===== config.mk =====
export PLATFORM = sky130hd
export DESIGN_NAME = ikse_ram
export DESIGN_NICKNAME = d
export VERILOG_FILES = /design/src/design/indexed_key_set_engine_assert.svh /design/src/design/ikse_ram.sv
export SDC_FILE = /design/constraint.sdc
export NUM_CORES = 2
export LEC_CHECK = 0
export BUFFER_PORTS_ARGS = -buffer_cell sky130_fd_sc_hd__clkbuf_2
export CELL_PAD_IN_SITES_DETAIL_PLACEMENT = 1
export CELL_PAD_IN_SITES_GLOBAL_PLACEMENT = 2
export CORE_MARGIN = 4
export CORE_UTILIZATION = 25
export DETAILED_ROUTE_END_ITERATION = 10
export GPL_ROUTABILITY_DRIVEN = 0
export PLACE_DENSITY_LB_ADDON = 0.1
export SKIP_LAST_GASP = 1
export SYNTH_ARGS = -nofsm -noshare
export SYNTH_HDL_FRONTEND = slang
export SYNTH_MEMORY_MAX_BITS = 65536
export SYNTH_SLANG_ARGS = --single-unit

===== constraint.sdc =====
create_clock -name clock -period 7.2 [get_ports clock]
set_input_delay 0.36 -clock clock [delete_from_list [all_inputs] [get_ports clock]]
set_output_delay 0.36 -clock clock [all_outputs]
set_load 0.01 [all_outputs]

===== src/design/indexed_key_set_engine_assert.svh =====
// Assertion macros shared by the indexed key set engine.
`ifndef INDEXED_KEY_SET_ENGINE_ASSERT_SVH
`define INDEXED_KEY_SET_ENGINE_ASSERT_SVH

// The consequent must hold in the same cycle as the antecedent.
`define IKSE_ASSERT_SAME(label, clk, rst, cond, prop) \
   label: assert property (@(posedge clk) disable iff (rst) (cond) |-> (prop)) \
      else $error("ikse assertion failed");

// The consequent must hold in the cycle after the antecedent.
`define IKSE_ASSERT_NEXT(label, clk, rst, cond, prop) \
   label: assert property (@(posedge clk) disable iff (rst) (cond) |=> (prop)) \
      else $error("ikse assertion failed");

`endif


===== src/design/ikse_ram.sv =====
module ikse_ram #(
   parameter int DEPTH = 64,
   parameter int WIDTH = 65
) (
   input  logic                     clock,
   input  logic                     wr_en,
   input  logic [$clog2(DEPTH)-1:0] wr_addr,
   input  logic [WIDTH-1:0]         wr_data,
   input  logic                     rd_en,
   input  logic [$clog2(DEPTH)-1:0] rd_addr,
   output logic [WIDTH-1:0]         rd_data
);

   logic [WIDTH-1:0] mem [DEPTH];
   logic [WIDTH-1:0] rd_data_ff;

   always_ff @(posedge clock) begin
      if (wr_en) begin
         mem[wr_addr] <= wr_data;
      end
   end

   always_ff @(posedge clock) begin
      if (rd_en) begin
         rd_data_ff <= mem[rd_addr];
      end
   end

   assign rd_data = rd_data_ff;

endmodule


==> results.md <==
- Tot GR Track Use: 0.181
- P&R area growth vs syn: 18.4%
- Clk root buf: clkbuf_16
- Maximum vdd drop: 0.000238 V
- Vias in the first global route: 83,300
- Layout cell share with drive strength beyond 1: 0.296
- Status: finished clean
- Nets: 7,306
- CP max stage delay: 1110 ps
- Clock Pin Slew Worst Setup and Hold Paths: 60 ps
- Number of I/O port buffers: 144
- Vias per cell: 4.83
- First-pass GRT wire length: 792 mm
- Crit-path leading delay family: simple AND/OR/NAND/NOR gates
- Critical Path AT: 3990 ps
- HP Class: input port to flip-flop
- CP Class: input port to flip-flop
- H-tree depth: 6
- Worst Path Required: between 7000 and 8000 ps
- WL met2: 291 mm
- Tightest Pin Transition: 1310 ps
- Slowest cell on the critical path: nor2_4
- Leading cell type in the layout, fill and taps excluded: edfxtp_1
- Comb power frac: 0.046
- Clk_lat worst skew: between 1000 and 1500 ps
- Die height: between 800 and 900 µm
- Final min period: ~3300 ps
- Post-CTS sizing: 0
- Highest-count cells in the layout ignoring fill and taps: 4,225 x edfxtp_1, 1,040 x mux4_2, 529 x clkbuf_16
- Initial Util: 0.251
- Number of I/O pins: about 150
- Clock sink count: 4,225
- Final worst-path cycle share: 0.462
- Ordered cell list for the critical path: dlygate4sd3_1, clkbuf_2, nor2b_1, nand3_1, nor2_4, buf_4
- Pwr per Cell Area: 292 nW/µm²
- Setup TNS: 0 ps
- Fin. Hold Viols: 0
- Row count: 292
- Crit start category: input port
- Synth Register Bits: 4,225
- WL met3: 29.1 mm
- DIE WIDTH: approximately 800 µm
- Top Metal Used: met5
- Crit path max fanout: 24
- First drt pass iteration count: 5
- Drt total wl: 599 mm
- Initial antenna violation count: 76
- Post-Synthesis Cells: around 6,600
- Core ar.: 633,000 µm²
- Layout Utilization: 0.297
- RSZ-0062 raised after global routing: no
- CTS tree: done
- NetSw: 0.0123 W
- Synth Warn #: 0
- Via count: slightly below 80,000
- Syn Std Cell Area: 159,000 µm²
- Max-slew violations: 0
- TritonCTS buffer count: 518
- Synth cell types: 26
- Antenna viol nets, final: 0
- Int Pwr: 0.0426 W
- Kind of end point of the critical path: flip-flop
- Final setup viols: 0
- Largest net degree at the start of global routing: 97
- Final worst clock skew: approximately 35 ps
- Leakage power: 57.3 nW
- Clock Power Share: 0.454
- Power Total: roughly 0.055 W
- Full die area: 649,000 µm²
- Mean Syn Cell Area: ~24 µm²
- Buffers & Inverters on Critical Path: 3
- Longest Clk Path Bufs: 4
- Hpwl dp: 329 mm
- Max Clock Freq: 301 MHz
- Metal1 wirelength: 268 mm
- DR WL/cell: 37.4 µm
- Post-synthesis sequential area ratio: 0.798
- Syn nets: 6,686
- Remaining DRCs: 0
- Final hold slack: between 150 and 200 ps
- Initial DRC count: 8,783
- Global route overflow: 0
- Worst slew margin: 0.124
- Switching share of power: 0.224
- Max-Cap Viols: 0
- Sequential fraction of design power: 0.500
## kinds of logic after synthesis
logic type / share of synthesized area
flip-flops: 0.798
AO/OA/AOI/OAI: 0.0271
buffers and inverters: 0.0120
multiplexers: 0.154
AND/OR/NAND/NOR: 0.00907
## power by group through the flow
stage                     logic, W  registers [W]  clock network (W)
final                      0.00252         0.0274             0.0249
after global routing       0.00271         0.0274             0.0267
after CTS                  0.00262         0.0274             0.0257
after detailed placement   0.00260         0.0280                  0
after global placement     0.00257         0.0279                  0
after floorplan            0.00126         0.0279                  0
## sequential cells by signal (all words and copies together), names as in the netlist
| register | cells |
|---|---|
| mem | 4160 |
| rd_data | 65 |
## worst register-to-register path: cells and delay by family, from the launching register on
kind            cells  cell delay, ps
flops               1             360
compound gates      2             420
mux                 2            1040
## synthesized netlist by cell type, drive strengths merged
master     n  area [µm²]
edfxtp  4225      127000
mux4    1040       23400
a22oi    260        1950
buf      257        1460
o22ai    130         813
clkbuf   120         450
nand3    115         576
nor2     112         420
mux2i    103        1030
a211oi    65         488
o211a     65         651
o221ai    46         403
nand3b    25         188
nand2b     9        56.3
nor2b      9        56.3
nand2      8        30.0
or3b       4        35.0
and2       3        18.8
or3        3        18.8
nand4      2        12.5
nor3       2        10.0
or2        2        12.5
nand4b     1        8.76
## per-stage QoR
stage | cell area [µm²] | std cells | setup WS, ps
2_1_floorplan | 159000 | 6606 | 1330
3_3_place_gp | 172000 | 15100 | 3220
3_5_place_dp | 172000 | 15100 | 3220
4_1_cts | 188000 | 16000 | 3950
5_1_grt | 188000 | 16000 | 3860
6_report | 188000 | 16000 | 3880
## final cells by class
cell class | count | area [µm²]
fill | 62400 | 445000
sequential | 4225 | 127000
multi-input combinational | 2004 | 30800
clock buffer | 663 | 13700
tap | 8379 | 10500
timing repair buffer | 477 | 4010
clock inverter | 244 | 2230
antenna | 14 | 35.0
## path summary, 6_finish.rpt
path	slack, ps	depth (start not counted)	start	end
setup reg to reg	5130	4	mem[54][3]	rd_data[3]
hold / removal	150	3	wr_addr[5]	mem[55][14]
hold reg to reg	900	4	mem[20][2]	rd_data[2]
setup / recovery	3880	6	wr_addr[2]	mem[45][20]
## repair_timing
action / CTS / global route
setup buffers: 0 / 0
hold buffers: 26 / 2
endpoints found under the hold margin: 1344 / 78
## routing by layer
metal	vias to the layer above	GRT usage
met2	2184	0.303
met1	44400	0.254
met4	6	0.0317
met3	615	0.0259
li1	30100	-
met5	-	0
Note: power is estimated with default switching activity, not from simulation.
