$ cat config.mk
export PLATFORM = sky130hd
export DESIGN_NAME = ikse_scan
export DESIGN_NICKNAME = d
export VERILOG_FILES = /design/src/design/indexed_key_set_engine_assert.svh /design/src/design/ikse_pkg.sv /design/src/design/ikse_scan.sv
export SDC_FILE = /design/constraint.sdc
export NUM_CORES = 1
export LEC_CHECK = 0
export ABC_AREA = 1
export BUFFER_PORTS_ARGS = -buffer_cell sky130_fd_sc_hd__buf_2
export CORE_UTILIZATION = 40
export CTS_CLUSTER_DIAMETER = 30
export DETAILED_ROUTE_END_ITERATION = 10
export PLACE_DENSITY = 0.67
export SETUP_SLACK_MARGIN = 0.15
export SLEW_MARGIN = 20
export SYNTH_ARGS = -nofsm -noshare
export SYNTH_HDL_FRONTEND = slang
export SYNTH_SLANG_ARGS = --single-unit
export TNS_END_PERCENT = 20
$ cat constraint.sdc
create_clock -name clock -period 6.2 [get_ports clock]
set_clock_uncertainty 0.2 [all_clocks]
set_input_delay 0.31 -clock clock [delete_from_list [all_inputs] [get_ports clock]]
set_output_delay 0.31 -clock clock [all_outputs]
set_load 0.02 [all_outputs]
$ cat src/design/indexed_key_set_engine_assert.svh
// Assertion macros shared by the indexed key set engine.
`ifndef INDEXED_KEY_SET_ENGINE_ASSERT_SVH
`define INDEXED_KEY_SET_ENGINE_ASSERT_SVH

// The consequent must hold in the same cycle as the antecedent.
`define IKSE_ASSERT_SAME(label, clk, rst, cond, prop) \
   label: assert property (@(posedge clk) disable iff (rst) (cond) |-> (prop)) \
      else $error("ikse assertion failed");

// The consequent must hold in the cycle after the antecedent.
`define IKSE_ASSERT_NEXT(label, clk, rst, cond, prop) \
   label: assert property (@(posedge clk) disable iff (rst) (cond) |=> (prop)) \
      else $error("ikse assertion failed");

`endif

$ cat src/design/ikse_pkg.sv
package ikse_pkg;

   typedef enum logic [2:0] {
      KIND_PUT          = 3'd0,
      KIND_GET_INDEX    = 3'd1,
      KIND_GET_KEY      = 3'd2,
      KIND_REMOVE_INDEX = 3'd3,
      KIND_REMOVE_KEY   = 3'd4,
      KIND_FIRST        = 3'd5,
      KIND_NEXT         = 3'd6,
      KIND_ROUND_ROBIN  = 3'd7
   } kind_type;

   localparam logic [1:0] STATUS_OK        = 2'd0;
   localparam logic [1:0] STATUS_DUPLICATE = 2'd1;
   localparam logic [1:0] STATUS_NOT_FOUND = 2'd2;
   localparam logic [1:0] STATUS_FULL      = 2'd3;

   localparam int INDEX_WIDTH = 32;
   localparam int KEY_PORT_WIDTH = 32;

   typedef struct packed {
      logic                      key_hit;
      logic [INDEX_WIDTH-1:0]    key_hit_index;
      logic                      idx_hit;
      logic [KEY_PORT_WIDTH-1:0] idx_hit_key;
      logic                      free_hit;
      logic                      after_hit;
      logic [KEY_PORT_WIDTH-1:0] after_key;
      logic [INDEX_WIDTH-1:0]    after_index;
      logic                      first_hit;
      logic [KEY_PORT_WIDTH-1:0] first_key;
      logic [INDEX_WIDTH-1:0]    first_index;
   } scan_result_type;

endpackage

$ cat src/design/ikse_scan.sv
module ikse_scan #(
   parameter int SLOT_WIDTH = 6
) (
   input  logic                            clock,
   input  logic                            reset,
   input  logic                            start,
   input  logic                            data_valid,
   input  logic [SLOT_WIDTH-1:0]           slot,
   input  logic                            slot_valid,
   input  logic [31:0]                     slot_key,
   input  logic [31:0]                     slot_index,
   input  logic [31:0]                     req_key,
   input  logic [31:0]                     req_index,
   output ikse_pkg::scan_result_type       result,
   output logic [SLOT_WIDTH-1:0]           key_hit_slot,
   output logic [SLOT_WIDTH-1:0]           idx_hit_slot,
   output logic [SLOT_WIDTH-1:0]           free_slot
);

   import ikse_pkg::*;

   scan_result_type       res_ff;
   logic [SLOT_WIDTH-1:0] key_slot_ff;
   logic [SLOT_WIDTH-1:0] idx_slot_ff;
   logic [SLOT_WIDTH-1:0] free_slot_ff;
   logic                  above_req;
   logic                  below_after;
   logic                  below_first;

   assign above_req   = slot_index > req_index;
   assign below_after = slot_index < res_ff.after_index;
   assign below_first = slot_index < res_ff.first_index;

   always_ff @(posedge clock) begin
      if (reset || start) begin
         res_ff.key_hit   <= 1'b0;
         res_ff.idx_hit   <= 1'b0;
         res_ff.free_hit  <= 1'b0;
         res_ff.after_hit <= 1'b0;
         res_ff.first_hit <= 1'b0;
      end else if (data_valid) begin
         if (slot_valid) begin
            if (slot_key == req_key) begin
               res_ff.key_hit       <= 1'b1;
               res_ff.key_hit_index <= slot_index;
               key_slot_ff          <= slot;
            end
            if (slot_index == req_index) begin
               res_ff.idx_hit     <= 1'b1;
               res_ff.idx_hit_key <= slot_key;
               idx_slot_ff        <= slot;
            end
            if (above_req && (!res_ff.after_hit || below_after)) begin
               res_ff.after_hit   <= 1'b1;
               res_ff.after_key   <= slot_key;
               res_ff.after_index <= slot_index;
            end
            if (!res_ff.first_hit || below_first) begin
               res_ff.first_hit   <= 1'b1;
               res_ff.first_key   <= slot_key;
               res_ff.first_index <= slot_index;
            end
         end else if (!res_ff.free_hit) begin
            res_ff.free_hit <= 1'b1;
            free_slot_ff    <= slot;
         end
      end
   end

   assign result       = res_ff;
   assign key_hit_slot = key_slot_ff;
   assign idx_hit_slot = idx_slot_ff;
   assign free_slot    = free_slot_ff;

endmodule

==> results.json, run 1 <==
{
  "core_area_um2": 22800,
  "worst_ep_required_time_ns": 6.14,
  "hold_class": "primary input to flop",
  "routedWlPerCell_um": 16.7,
  "crit_arrival_ns": 3.57,
  "hold_depth": 4,
  "setup_viol": 0,
  "num_antenna_cells": 0,
  "layout_common_cells": "353 x buf_2, 210 x edfxtp_1, 131 x inv_1",
  "drc": 0,
  "wl_um": 25400,
  "viasPerCell": 4.54,
  "synth.avg_cell_area_um2": 13.4,
  "grt_setup_unrepaired": "false",
  "fmax_mhz": 276,
  "hold_slack_ns": 0.0349,
  "initial_utilization": 0.411,
  "syn-cell-area_um2": 9370,
  "worst-path-max-fanout": 36,
  "ctsResizeCount": 0,
  "startpoint_type": "primary input",
  "grt_pass1_wl_um": 37800,
  "synth-seq-cells": 215,
  "final_nets": 1411,
  "htree_levels": 2,
  "power.density_nw_per_um2": 299,
  "gp_congestion": 0.813,
  "fin_setup_tns_ns": 0,
  "synth_cell_types": 26,
  "hold_viol_final": 0,
  "clkLatencyLatePin_ns": 0.51,
  "cts_tree": "built",
  "dieArea_um2": 24000,
  "vdd_ir_drop_max_mv": 0.272,
  "die_y_um": 155,
  "drt_iter0_drc": 261,
  "drtPass1Iterations": 4,
  "r2r.worst_path.cells": 12,
  "synthCells": 699,
  "worst_pin_slew_ns": 1.10,
  "antenna_found_initial": 0,
  "area_delta_synth_final_pct": 47.1,
  "slew_headroom": 0.268,
  "fin_crit_sh": 0.585,
  "ios": 354,
  "track_usage": 0.208,
  "ys_warn_count": 0,
  "hpwl_um": 17300,
  "die_w_um": 155,
  "grt-ovfl-total": 0,
  "drive_gt1_frac": 0.356,
  "first_global_vias": 7239,
  "path_clk_slew_ns": 0.05,
  "ant_nets": 0,
  "vias": 6916,
  "syn_nets": 932,
  "maxSlewViolCount": 0,
  "ys_seq_area_frac": 0.684,
  "final_common_cell": "buf_2",
  "grt_max_degree": 65,
  "clockBufferDepth": 3,
  "worstSetupPathType": "primary input to flop",
  "finalInstanceArea_um2": 13800,
  "port_buffers": 353,
  "cp-end-kind": "flop",
  "fin_crit_ns": 3.62,
  "place_area_um2": 11600,
  "cts-root-buf": "clkbuf_16",
  "numCtsBuffers": 43,
  "row_count": 55,
  "outcome": "complete, no violations",
  "leakage_nw": 6.28,
  "clock_sinks": 215,
  "maxCapViolations": 0
}
==> power breakdown <==
part | internal (mW) | total [mW] | switching, mW
combinational | 0.128 | 0.285 | 0.157
clock | 1.47 | 2.22 | 0.748
sequential | 1.62 | 1.62 | 0.00554
total | 3.21 | 4.12 | 0.910
==> final cells by class <==
type	instances	area, um^2
clock inverters	28	292
repair buffers	434	2570
clock buffers	49	1120
fillers	1803	9000
inverters	131	492
well taps	313	392
multi-input cells	353	2500
flip-flops and latches	215	6410
==> final timing paths <==
path,startpoint,to,slack (ns)
setup / recovery,slot_index[31],result[106]$_DFFE_PP_,2.58
hold / removal,start,result[163]$_SDFFE_PP0P_,0.03
setup reg to reg,result[70]$_DFFE_PP_,result[106]$_DFFE_PP_,2.70
hold reg to reg,result[196]$_SDFFE_PP0P_,result[196]$_SDFFE_PP0P_,0.25
==> registers in the layout, summed over array words and instances, names as in the netlist <==
name and flops:
idx_hit_slot 6, key_hit_slot 6, free_slot 6, result 197
==> worst max-delay path, cell delays in order <==
cell           delay, ns
dlygate4sd3_1       0.53
buf_2               0.17
ha_1                0.30
nand2_1             0.07
nor2_1              0.16
nand4_1             0.17
nor2_1              0.17
nand2_1             0.07
nand2_1             0.06
nand2_1             0.09
a21oi_4             0.84
buf_4               0.60
==> metrics by stage <==
stage / worst slack [ns] / std cells / total power, mW / util
5_1_grt: 2.32 / 1523 / 4.26 / 0.605
6_report: 2.58 / 1523 / 4.12 / 0.605
4_1_cts: 2.51 / 1523 / 4.16 / 0.605
3_3_place_gp: 2.61 / 1369 / 1.89 / 0.509
3_5_place_dp: 2.56 / 1369 / 1.89 / 0.509
2_1_floorplan: 1.06 / 699 / 1.77 / -
==> routing by layer <==
layer	vias up	part of all wire	track usage	wire length, um
met1	3194	0.39	0.236	9990
li1	3400	-	-	-
met3	40	0.091	0.0749	2300
met4	0	0.018	0.0684	461
met2	282	0.50	0.364	12700
met5	-	0	0	0
==> kinds of logic after synthesis <==
kind of cell,synth area share
xor+xnor,0.0215
fa+ha+maj,0.126
simple gates,0.0747
compound gates,0.0417
buf+inv,0.0525
flops,0.684
==> cells in the mapped netlist, drive strengths merged <==
master	count	share of area
xnor2	11	0.010
nor3	6	0.0032
nor2	32	0.014
o22ai	3	0.0020
o21bai	1	0.00080
nand2	99	0.040
nand3b	1	0.00080
ha	94	0.13
inv	131	0.053
edfxtp	210	0.67
o21a	3	0.0024
nor4	4	0.0033
dfxtp	5	0.011
o21ai	16	0.0090
a22o	2	0.0019
a21oi	48	0.026
nand3	10	0.0067
nand4	9	0.0060
nor2b	1	0.00067
xor2	12	0.011
and2	1	0.00067
==> what timing repair did <==
| item | 4_1_cts | 5_1_grt |
|---|---|---|
| setup buffers | 0 | 0 |
| hold buffers | 77 | 0 |
| endpoints found under the hold margin | 215 | 0 |
| endpoints found under the setup margin | 0 | 0 |
Note: power is estimated with default switching activity, not from simulation.
==> inputs of run 2 (changes only) <==
--- a/config.mk
+++ b/config.mk
@@ -5,7 +5,7 @@
 export SDC_FILE = /design/constraint.sdc
 export NUM_CORES = 1
 export LEC_CHECK = 0
-export ABC_AREA = 1
+export ABC_AREA = 0
 export BUFFER_PORTS_ARGS = -buffer_cell sky130_fd_sc_hd__buf_2
 export CORE_UTILIZATION = 40
 export CTS_CLUSTER_DIAMETER = 30
==> constraint.sdc (replaced) <==
create_clock -name clock -period 3.6 [get_ports clock]
set_clock_uncertainty 0.2 [all_clocks]
set_input_delay 0.18 -clock clock [delete_from_list [all_inputs] [get_ports clock]]
set_output_delay 0.18 -clock clock [all_outputs]
set_load 0.02 [all_outputs]
==> results.json, run 2 <==
{
  "worst_pin_slew_ns": 0.521,
  "crit_arrival_ns": 2.97,
  "drc": 0,
  "core_area_um2": 22600,
  "viasPerCell": 4.82,
  "syn_nets": 839,
  "multi_input_area_um2": 2560,
  "synth_async_sr_flop_share": 0,
  "yosys.area.top_type": "edfxtp_1",
  "share_comb_of_total_power": 0.066,
  "worstSetupPathType": "primary input to flop",
  "layout_common_cells": "353 x buf_2, 210 x edfxtp_1, 92 x inv_1",
  "hold_class": "primary input to flop",
  "r2r_start": "result[25]$_DFFE_PP_",
  "cts_tree": "built",
  "initial_utilization": 0.407,
  "setup_ws_ns": 0.619,
  "ys_warn_count": 0,
  "power_frac_clock": 0.570,
  "netSwitchingFraction": 0.221,
  "drt_iter0_drc": 315,
  "gp_congestion": 0.824,
  "routedWlPerCell_um": 18.4,
  "startpoint_type": "primary input",
  "vias": 6813,
  "worst-path-max-fanout": 22,
  "die_w_um": 154,
  "wl_um": 26000,
  "final_nets": 1322,
  "min_from": "data_valid",
  "outcome": "complete, no violations",
  "fin_crit_sh": 0.828,
  "p_total_mw": 7.70,
  "fillers": 1745,
  "worst_ep_required_time_ns": 3.59,
  "ys_seq_area_frac": 0.695,
  "power_switching_mw": 1.70,
  "seq_area_um2": 6410,
  "ys_top_cells_by_area": "edfxtp_1 68%, ha_1 13%, inv_1 3.9%, xor2_1 2.4%, a21oi_1 2.3%",
  "netlist.area_leader.share": 0.684,
  "largest_reg_flops": 197,
  "synthTopCellsByCount": "210 x edfxtp_1, 95 x inv_1, 94 x ha_1, 42 x a21oi_1, 25 x xor2_1",
  "grt_setup_unrepaired": "false",
  "min_to": "free_slot[3]$_DFFE_PP_",
  "hold_viol_final": 0,
  "ctsResizeCount": 0,
  "first_global_vias": 7223,
  "numCtsBuffers": 47,
  "power_frac_seq": 0.364,
  "hpwl_um": 18400,
  "die_y_um": 154,
  "grt_pass1_wl_um": 39200,
  "area_delta_synth_final_pct": 51.2,
  "maxCapViolations": 0,
  "cts-root-buf": "clkbuf_16",
  "fmax_mhz": 335,
  "hold_depth": 2,
  "synthCells": 606,
  "fin_crit_ns": 2.98,
  "drive_gt1_frac": 0.405,
  "syn-cell-area_um2": 9220,
  "ios": 354,
  "p_int_mw": 6.00,
  "r2r-end": "result[36]$_DFFE_PP_",
  "setup_viol": 0,
  "track_usage": 0.219,
  "dieArea_um2": 23700,
  "leakage_nw": 6.22,
  "clkLatencyLatePin_ns": 0.54,
  "port_buffers": 353,
  "final_common_cell": "buf_2",
  "slew_headroom": 0.652,
  "antenna_found_initial": 1,
  "vdd_ir_drop_max_mv": 0.397,
  "cp-end-kind": "flop",
  "grt-ovfl-total": 0,
  "ys.flop_type": "edfxtp_1",
  "maxSlewViolCount": 0,
  "ant_nets": 0,
  "power.density_nw_per_um2": 553,
  "clockBufferDepth": 3,
  "drtPass1Iterations": 4,
  "htree_levels": 2,
  "synth.avg_cell_area_um2": 15.2,
  "yosys.cell_count.top_type": "edfxtp_1",
  "synth-edff-count": 210,
  "synth-seq-cells": 215,
  "r2r.worst_path.cells": 9,
  "grt_max_degree": 49,
  "regToRegSetupSlack_ns": 0.79,
  "row_count": 55,
  "dp_worst_setup_slack_ns": 0.618,
  "path_clk_slew_ns": 0.05,
  "clock_sinks": 215,
  "synth_cell_types": 42
}
==> run 2: cell count changes after synthesis, sizes merged, moves of 3 or more <==
cell   delta
a21o     +13
nand3     +3
o21ai     -5
nand2    -81
and3      +3
nor4      +6
inv      -36
a21oi     -6
xor2     +13
xnor2     -4
nor2     -26
o22ai     -3
nand4    +11
==> run 2: worst max-delay path by stage <==
stage / from / endpoint / slack [ns] / cells past startpoint
floorplan: result[29]$_DFFE_PP_ / result[0]$_DFFE_PP_ / -0.40 / 8
CTS: slot_index[19] / result[92]$_DFFE_PP_ / 0.59 / 10
global placement: slot_index[19] / result[116]$_DFFE_PP_ / 0.70 / 9
global route: slot_index[19] / result[93]$_DFFE_PP_ / 0.46 / 10
finish: slot_index[19] / result[94]$_DFFE_PP_ / 0.62 / 10
detailed placement: slot_index[19] / result[121]$_DFFE_PP_ / 0.62 / 9
==> run 2: area by class of cell <==
type | instances | area share
inverter | 95 | 0.0256
multi-input combinational | 296 | 0.184
antenna | 1 | 0.000180
clock inverter | 34 | 0.0310
sequential | 215 | 0.460
tap | 285 | 0.0256
clock buffer | 54 | 0.0878
timing repair buffer | 434 | 0.186
==> run 2: through the flow <==
stage                      util  cells  setup TNS (ns)  area [um^2]  hold WS, ns
final                     0.615   1414               0        13900       0.0607
after global routing      0.615   1413               0        13900       0.0617
after CTS                 0.615   1413               0        13900       0.0531
after detailed placement  0.509   1251               0        11500        0.190
after global placement    0.509   1251               0        11500        0.184
after floorplan               -    606          -25.87         9310       0.0568
==> run 2: metal layers <==
layer  global-route usage  routed length, um  vias up
li1                     -                  -     3250
met1                0.239               9780     3220
met2                0.388              13100      295
met3               0.0851               2440       48
met4               0.0752                611        0
met5                    0                  0        -
==> run 2: kinds of logic after synthesis <==
logic type,after synthesis,synth area share
AOI/OAI and AO/OA,83,0.0546
adders and majority gates,94,0.128
xor gates and xnor gates,32,0.0304
DFF,215,0.695
and+or+nand+nor,87,0.0538
buffers and inverters,95,0.0387
==> run 2: critical path: stages <==
cell and delay (ns):
dlygate4sd3_1 0.54, buf_2 0.16, ha_1 0.32, nand4_1 0.18, nor4_2 0.45, o311ai_1 0.16, a31oi_1 0.23, o21ai_1 0.14
nor3_4 0.24, buf_4 0.37
==> run 2: power by group through the flow <==
stage | Combinational [mW] | Sequential (mW) | Clock [mW]
6_report | 0.509 | 2.80 | 4.39
5_1_grt | 0.566 | 2.80 | 4.59
4_1_cts | 0.512 | 2.80 | 4.47
3_5_place_dp | 0.446 | 2.85 | 0
3_3_place_gp | 0.439 | 2.85 | 0
2_1_floorplan | 0.181 | 2.89 | 0
==> run 2: repair_timing <==
item,CTS,global route
setup buffers,0,0
endpoints found under the hold margin,215,0
endpoints found under the setup margin,0,0
hold buffers,74,0
